## config.mk

```make
export PLATFORM = sky130hd
export DESIGN_NAME = vtl_cordic_cell
export DESIGN_NICKNAME = d
export VERILOG_FILES = /design/src/hw/rtl/vtl_pkg.sv /design/src/hw/rtl/vtl_cordic_cell.sv
export SDC_FILE = /design/constraint.sdc
export NUM_CORES = 1
export LEC_CHECK = 0
export BUFFER_PORTS_ARGS = -buffer_cell sky130_fd_sc_hd__buf_2
export CORE_ASPECT_RATIO = 0.6
export CORE_MARGIN = 1.5
export CORE_UTILIZATION = 45
export DETAILED_ROUTE_END_ITERATION = 10
export PLACE_DENSITY_LB_ADDON = 0.1
export SLEW_MARGIN = 25
export SYNTH_ARGS = -nofsm -noshare
export SYNTH_HDL_FRONTEND = slang
export SYNTH_SLANG_ARGS = --single-unit
```

## constraint.sdc

```tcl
create_clock -name clk -period 22.8 [get_ports clk]
set_clock_uncertainty 0.05 [all_clocks]
set_input_delay 2.28 -clock clk [delete_from_list [all_inputs] [get_ports clk]]
set_output_delay 2.28 -clock clk [all_outputs]
set_load 0.1 [all_outputs]
```

## src/hw/rtl/vtl_pkg.sv

```systemverilog
// ----------------------------------------------------------------------------
// vtl_pkg: shared types and constants for the vector to lon/lat converter
// Holds the cell payload types, the arctangent table and the angle constants.
// ----------------------------------------------------------------------------
package vtl_pkg;

	localparam int N_ITER     = 32;
	localparam int IDX_W      = 5;
	localparam int VEC_W      = 64;
	localparam int ACC_W      = 40;
	localparam int PRE_SHIFT  = 27;
	localparam int RND_SHIFT  = 8;
	localparam int LATENCY    = 68;

	localparam logic signed [ACC_W-1:0] RND_HALF  = 40'sd128;
	localparam logic signed [ACC_W-1:0] HALF_TURN = 40'sd193273528320;
	localparam logic signed [31:0]      FULL_TURN = 32'sd1509949440;
	localparam logic signed [29:0]      QUARTER   = 30'sd377487360;
	localparam logic [28:0]             POLE_RST  = 29'd377487359;

	typedef struct packed {
		logic [VEC_W-1:0] rem;
		logic [VEC_W-1:0] root;
	} sq_t;

	typedef struct packed {
		logic signed [VEC_W-1:0] xa;
		logic signed [VEC_W-1:0] yb;
		logic signed [ACC_W-1:0] ang;
	} cd_t;

	typedef struct packed {
		logic signed [31:0] x;
		logic signed [31:0] y;
		logic signed [31:0] z;
		logic               last;
	} vec_t;

	typedef struct packed {
		logic last;
		logic xy_zero;
		logic x_neg;
		logic z_pos;
		logic z_neg;
	} flags_t;

	// arctangent of 2^-i in 2^-30 degree units
	function automatic logic signed [ACC_W-1:0] atan_tab(input logic [IDX_W-1:0] idx);
		logic signed [ACC_W-1:0] v;
		case (idx)
			5'd0:  v = 40'sd48318382080;
			5'd1:  v = 40'sd28524006506;
			5'd2:  v = 40'sd15071301663;
			5'd3:  v = 40'sd7650428051;
			5'd4:  v = 40'sd3840059795;
			5'd5:  v = 40'sd1921901881;
			5'd6:  v = 40'sd961185452;
			5'd7:  v = 40'sd480622056;
			5'd8:  v = 40'sd240314695;
			5'd9:  v = 40'sd120157806;
			5'd10: v = 40'sd60078960;
			5'd11: v = 40'sd30039487;
			5'd12: v = 40'sd15019745;
			5'd13: v = 40'sd7509872;
			5'd14: v = 40'sd3754936;
			5'd15: v = 40'sd1877468;
			5'd16: v = 40'sd938734;
			5'd17: v = 40'sd469367;
			5'd18: v = 40'sd234684;
			5'd19: v = 40'sd117342;
			5'd20: v = 40'sd58671;
			5'd21: v = 40'sd29335;
			5'd22: v = 40'sd14668;
			5'd23: v = 40'sd7334;
			5'd24: v = 40'sd3667;
			5'd25: v = 40'sd1833;
			5'd26: v = 40'sd917;
			5'd27: v = 40'sd458;
			5'd28: v = 40'sd229;
			5'd29: v = 40'sd115;
			5'd30: v = 40'sd57;
			5'd31: v = 40'sd29;
			default: v = '0;
		endcase
		return v;
	endfunction

endpackage

```

## src/hw/rtl/vtl_cordic_cell.sv

```systemverilog
// ----------------------------------------------------------------------------
// vtl_cordic_cell: one vectoring CORDIC micro-rotation
// Rotates towards the x axis and accumulates the table angle.
// ----------------------------------------------------------------------------
module vtl_cordic_cell (
	input  logic                            clk,
	input  logic [vtl_pkg::IDX_W-1:0]       idx,
	input  vtl_pkg::cd_t                    din,
	output vtl_pkg::cd_t                    dout
);

	logic signed [vtl_pkg::VEC_W-1:0] dx;
	logic signed [vtl_pkg::VEC_W-1:0] dy;
	logic signed [vtl_pkg::ACC_W-1:0] da;
	vtl_pkg::cd_t                     nxt;

	always_comb begin
		dx = din.yb >>> idx;
		dy = din.xa >>> idx;
		da = vtl_pkg::atan_tab(idx);
		if (!din.yb[vtl_pkg::VEC_W-1]) begin
			nxt.xa  = din.xa + dx;
			nxt.yb  = din.yb - dy;
			nxt.ang = din.ang + da;
		end else begin
			nxt.xa  = din.xa - dx;
			nxt.yb  = din.yb + dy;
			nxt.ang = din.ang - da;
		end
	end

	always_ff @(posedge clk) begin
		dout <= nxt;
	end

endmodule
```

* After elaboration in Yosys (flattened, before gate mapping)
Memory sizes are Yosys's and may differ from the RTL's. Index checks and enable logic that the tools add are counted.
Operators by class: multiplexer cells 1, $add $sub $neg 6, shift operators 2
Operators with widths (number):
- $mux 168 | 1
- $add 64x64->64 | 2
- $sshr 64x5->64 | 2
- $sub 64x64->64 | 2
- $add 40x40->40 | 1
- $sub 40x40->40 | 1
Word-level totals: bits in read-only memories 1152, memories kept 1, logic and storage cells 13, bits in registers 168
Memory list:
- (name not given) | depth 32, bits a word 36, rd ports 1, clocked after Yosys merged registers in 0, write ports 0, line vtl_pkg.sv:50 | case (idx)

* Logic depth before layout (Yosys ltp)
Gate-level depths: netlist of run 1.
depth in word-level cells 3, mapped depth 35

* Least setup slack after synthesis of run 1
No wires, ideal clock.
path kind input-to-reg, start point input idx[2] (netlist name), end point register dout[37] (netlist name), stages 33, data arrival time 9.304 ns, buffers on the path 11, library setup time 0.072 ns, slack 13.373 ns, cell sequence clkbuf_1 > buf_2 > clkinv_1 > clkbuf_1 > buf_2 > buf_2 > buf_2 > buf_1 > clkbuf_1 > clkbuf_1 > buf_1 > ha_1 > nor2b_1 > a311o_1 > o21ai_0 > and4_1 > nor2b_1 > nor2b_1 > and4_1 > clkbuf_1 > a21oi_1 > xor2_1 > ha_1 > a21o_1 > a21o_1 > a21oi_1 > o21ai_0 > o21ba_2 > o311ai_0 > o41ai_1 > o31ai_1 > a221oi_1 > xnor2_1
RTL lines:
- from (decl) | line vtl_cordic_cell.sv:7 | input logic [vtl_pkg::IDX_W-1:0] idx,
- to (signal assigned) | line vtl_cordic_cell.sv:33 | dout <= nxt;
- to (decl) | line vtl_cordic_cell.sv:9 | output vtl_pkg::cd_t dout

==> metrics, run 1 <==
Pleak 0.0132 µW; Nets 4076; gpl congestion 1.04; max reg flops 168; Slew @ Worst Pin 1.30 ns; Horiz. Die Dim 330 µm; Hold Vio Cnt, Final 0; Tot Pwr 3080 µW; min cycle time layout 11.49 ns; drt first pass iters 8; synthesized area about 0.029 mm²; setup bufs post-CTS 0; post-synth net total 3895; Fmax 87.1 MHz; CP Class primary input to register; Initial Util 45.8%; number of CTS-inserted buffers 17; CP arrival 11.84 ns; final setup fails 0; Main synth FF type dfxtp_1; 1st-iter DRT viols 4560; FF+latch count, synth 168; pwr/cell area 97.3 mW/mm²; Max rail drop VDD 0.107 mV; All-Layer GR Usage 38.3%; initial antenna violation count 9; Critical Path RT around 23 ns; Yosys top cell by area mux4_2; Async SR Flop Fraction 0%; maxcap violations 0; final WL ~130 mm; Overflow after GRT 0; core outline area 0.0631 mm²; top post-synthesis cells by area mux4_2 14%, dfxtp_1 12%, ha_1 8.3%, xnor2_1 5.9%, a21oi_1 5.0%; CP max stage delay 0.78 ns; share of layout cells above drive strength 1 20.7%; sinks on the clock net 168; CTS tree done; Seq/Total Area, Yosys 11.7%; hpwl dp about 99 mm; via density per instance around 6.8; Die Y 199 µm; EDFF count, synth 0; outcome finished clean; clk slew on worst S/H paths 0.08 ns; Top reg by flops dout; Die Area approximately 0.066 mm²; Largest regs dout (168); Max Slew Vio Count 0; vias in the first global route 27936; DRC Markers 0; count of unique library cells instantiated by Yosys 96; TNS Setup 0 ns; fin crit share 50.4%; Worst slew margin 13.3%; Synth Warn # 0; # rows 71; P&R area growth vs syn 9.59%; critical path launch point type primary input; HP Class primary input to register; Post-DRT Antenna Nets 0; CTS hold repair buffers 0; Clock Tree Root clkbuf_16; Vias just over 30000; synthesized area per cell 8.18 µm²; Synth Instances 3527; Top Ports 342; WL/cell 28.0 µm; IO buf count 341; Worst setup EP type register; share of the synthesized area in the top cell type 13.7%; worst-path maximum fanout 68; maximum clock path buffer count 2; H-Tree Depth 4; PostCTS Resize Cnt 0; RSZ-0062 raised after global routing false; first-pass GRT wire length 187 mm; pin count of the biggest net entering global routing roughly 120; crit path max-delay cell type buf_4
[power breakdown]
part	internal, µW	switching [µW]
combinational	537	1750
sequential	431	29.9
clock	182	146
total	1150	1930
[cells by family after synthesis]
kind of cell	count (synthesis)	synth area share, %
adder cells (fa/ha/maj)	194	8.49
AND/OR/NAND/NOR	1064	17.9
flip-flops	168	11.7
AO/OA/AOI/OAI	1060	24.1
multiplexers	437	24.0
XOR/XNOR	299	9.07
buffers and inverters	305	4.74
[synth_stat cells (all sizes together), types with 78 or more instances]
cell	instances
ha	191
xor2	106
nand2	287
clkbuf	98
nor3	99
mux4	188
mux2i	131
a21o	109
mux2	118
o21ai	199
dfxtp	168
xnor2	193
nand3	78
a21oi	290
nor2	285
buf	130
[final timing paths]
kind / startpoint / to / slack [ns] / depth (start not counted)
setup / recovery: idx[0] / dout[158] / 11.31 / 26
hold / removal: din[40] / dout[40] / 1.95 / 2
[per-stage QoR]
stage          hold WS (ns)  setup WS [ns]  util [%]  instances  area [µm²]
2_1_floorplan          2.36          13.37         -       3527       28900
3_3_place_gp           2.48          10.98      49.1       4527       31000
3_5_place_dp           2.48          10.86      49.1       4528       31000
4_1_cts                1.92          11.41      50.1       4560       31600
5_1_grt                1.94          10.60      50.1       4563       31600
6_report               1.95          11.31      50.1       4568       31600
[per-layer routing]
metal	global-route usage (%)	share of wire, %
met1	53.9	42
met2	51.3	39
met3	15.8	15
met4	14.1	3.7
met5	0	0.078
[worst max-delay path: cells and delay by family]
| kind | cells | cell delay (ns) |
|---|---|---|
| simple gates | 6 | 1.89 |
| buf+inv | 4 | 2.62 |
| xor+xnor | 2 | 0.33 |
| mux | 2 | 1.33 |
| compound gates | 11 | 3.07 |
| fa+ha+maj | 1 | 0.21 |
[area by class of cell]
type                            instances  area [µm²]
Antenna cell                            8        20.0
Clock buffer                           20         467
Clock inverter                         12         161
Fill cell                            6275       31400
Inverter                               77         294
Multi-Input combinational cell       3054       24200
Sequential cell                       168        3360
Tap cell                              839        1050
Timing Repair Buffer                  390        2120
[layout by cell type (no fill, tap or decap), types with 57 or more instances in the layout]
cell type    n
nor2_1     282
a21oi_1    290
a21o_1     109
nor3_1      93
mux2_2     118
o21ai_0    197
inv_1       71
xor2_1     106
xnor2_1    193
dfxtp_1    168
nand3_1     78
mux2i_1    130
nor2b_1     62
a211oi_1    57
buf_2      336
mux4_2     175
nand2_1    285
ha_1       191
No activity file was read; power rests on OpenSTA's default activity.
==> inputs of run 2 (changes only) <==
==> constraint.sdc (replaced) <==
create_clock -name clk -period 9.3 [get_ports clk]
set_clock_uncertainty 0.05 [all_clocks]
set_input_delay 0.93 -clock clk [delete_from_list [all_inputs] [get_ports clk]]
set_output_delay 0.93 -clock clk [all_outputs]
set_load 0.1 [all_outputs]
==> run 2 against run 1 <==
Critical path depth down 2. Routed wire length up 1.1%. Global-route usage about the same. First-iteration DRC count up 4.8%. Setup slack worse by 10 ns. Combinational power increased by 150%. Via count is 1.1% higher. Power up 150%. Die area is the same. Sequential share of layout area down 0.099 points. Utilization is 0.47 points higher. Cell area increased by 0.94%. Largest cell class unchanged.
==> metrics, run 2 (synthesis results as in run 1) <==
outcome finished clean (unchanged); first-pass GRT wire length 188 mm (was 187 mm); # rows 71 (unchanged); CP arrival 8.58 ns (was 11.84 ns); final setup fails 0 (unchanged); maximum clock path buffer count 2 (unchanged); clock power share 10.9% (was 10.7%); Die Y 199 µm (unchanged); H-Tree Depth 4 (unchanged); hold slack 0.630 ns (was 1.95 ns); initial antenna violation count 9 (unchanged); TNS Setup 0 ns (unchanged); gpl congestion 1.06 (was 1.04); CTS hold repair buffers 0 (unchanged); Critical Path RT 9.67 ns (was 23.15 ns); Horiz. Die Dim 330 µm (unchanged); maxcap violations 0 (unchanged); min cycle time layout a little over 8 ns; FILL cells 6294 (was 6275); final WL 129 mm (was 128 mm); Pleak 0.0134 µW (was 0.0132 µW); Post-DRT Antenna Nets 0 (unchanged); Worst slew margin 16.9% (was 13.3%); worst-path maximum fanout 87 (was 68); WL/cell 28.2 µm (was 28.0 µm); via density per instance 6.81 (was 6.77); critical path launch point type primary input (unchanged); core outline area 0.0631 mm² (unchanged); post-layout util 50.6% (was 50.1%); switching portion of total power 62.4% (was 62.6%); 1st-iter DRT viols 4779 (was 4560); pin count of the biggest net entering global routing 105 (was 116); Initial Util 45.8% (unchanged); DRC Markers 0 (unchanged); PostCTS Resize Cnt 0 (unchanged); setup bufs post-CTS 0 (unchanged); number of CTS-inserted buffers 17 (unchanged); Top Ports 342 (unchanged); commonest non-fill, non-tap cells in the layout 335 x buf_2, 290 x a21oi_1, 285 x nand2_1 (was 336 x buf_2, 290 x a21oi_1, 285 x nand2_1); Seq. cell area 0.00336 mm² (unchanged); sinks on the clock net 168 (unchanged); Hold Vio Cnt, Final 0 (unchanged); CTS tree done (unchanged); share of layout cells above drive strength 1 21.4% (was 20.7%); Fmax 122 MHz; share of power burned in registers 14.9% (was 15.0%); Nets 4110 (was 4076); Hold Path Depth 2 (unchanged); Clock Tree Root clkbuf_16 (unchanged); max reg flops 168 (unchanged); vias in the first global route 28134 (was 27936); Slew @ Worst Pin 1.24 ns (was 1.30 ns); Internal Power 2860 µW (was 1150 µW); fin crit share 88.2%; RSZ-0062 raised after global routing false (unchanged); Worst setup EP type register (unchanged); Top reg by flops dout (unchanged); Max rail drop VDD 0.267 mV (was 0.107 mV); Vias 31287 (was 30935); clk slew on worst S/H paths 0.08 ns (about the same); All-Layer GR Usage 38.3% (about the same); Overflow after GRT 0 (unchanged); P&R area growth vs syn 10.6% (was 9.59%); combinational power share 74.2% (was 74.3%); hpwl dp 100 mm (was 99.1 mm); Largest regs dout (168) (unchanged); HP Class primary input to register (unchanged); pwr/cell area 238 mW/mm² (was 97.3 mW/mm²); Die Area 0.0657 mm² (unchanged); drt first pass iters 6 (was 8); Max Slew Vio Count 0 (unchanged); IO buf count 341 (unchanged); CP Class primary input to register (unchanged); area of the multi-input gates 0.0242 mm² (about the same); net switching power 4740 µW (was 1930 µW); commonest non-fill, non-tap cell in the layout buf_2 (unchanged)
## run 2: critical path: stages
cell and delay, ns:
buf_8 0.56, mux4_1 0.83, mux4_2 0.53, mux2i_1 0.32
nor4b_2 0.36, and3_1 0.32, and4_1 0.36, nand3_1 0.16
a2111oi_0 0.44, nor2_1 0.10, xor2_1 0.17, ha_1 0.45
and4_1 0.25, nand3_1 0.14, or4_1 0.52, o22ai_1 0.47
nand2_1 0.09, o311ai_0 0.14, buf_4 0.24, a211o_1 0.15
and4_1 0.24, o21ai_0 0.16, o31ai_1 0.27, xor2_1 0.18
## run 2: layer usage
metal  GRT usage [%]  vias to the layer above  part of all wire, %
li1                -                    13818                    -
met1            53.9                    14912                   42
met2            52.7                     2235                   40
met3            15.3                      306                   15
met4            12.2                       16                  3.3
met5               0                        -                0.079
## run 2: power groups by stage
| stage | Clock, µW | Sequential (µW) | Combinational [µW] |
|---|---|---|---|
| finish | 826 | 1130 | 5640 |
| CTS | 846 | 1140 | 5560 |
| global route | 871 | 1170 | 5890 |
| floorplan | 0 | 3610 | 1970 |
| global placement | 0 | 1150 | 5560 |
| detailed placement | 0 | 1150 | 5540 |
## run 2: cell type report
type / count / area share, %
Tap cell: 839 / 3.29
Sequential cell: 168 / 10.5
Inverter: 77 / 0.921
Timing Repair Buffer: 424 / 7.61
Clock buffer: 19 / 1.39
Multi-Input combinational cell: 3054 / 75.6
Clock inverter: 12 / 0.592
Antenna cell: 3 / 0.0235
## run 2: worst paths after layout
path,start,endpoint,slack (ns)
max,idx[0],dout[102],1.09
min,din[40],dout[40],0.63
## run 2: through the flow
step	cell area (µm²)	power (µW)	worst slack (ns)	instances
floorplan	28900	5580	1.22	3527
global placement	31300	6710	0.856	4562
detailed placement	31300	6690	0.693	4562
CTS	31900	7540	1.20	4593
global route	31900	7930	0.577	4593
finish	31900	7600	1.09	4596
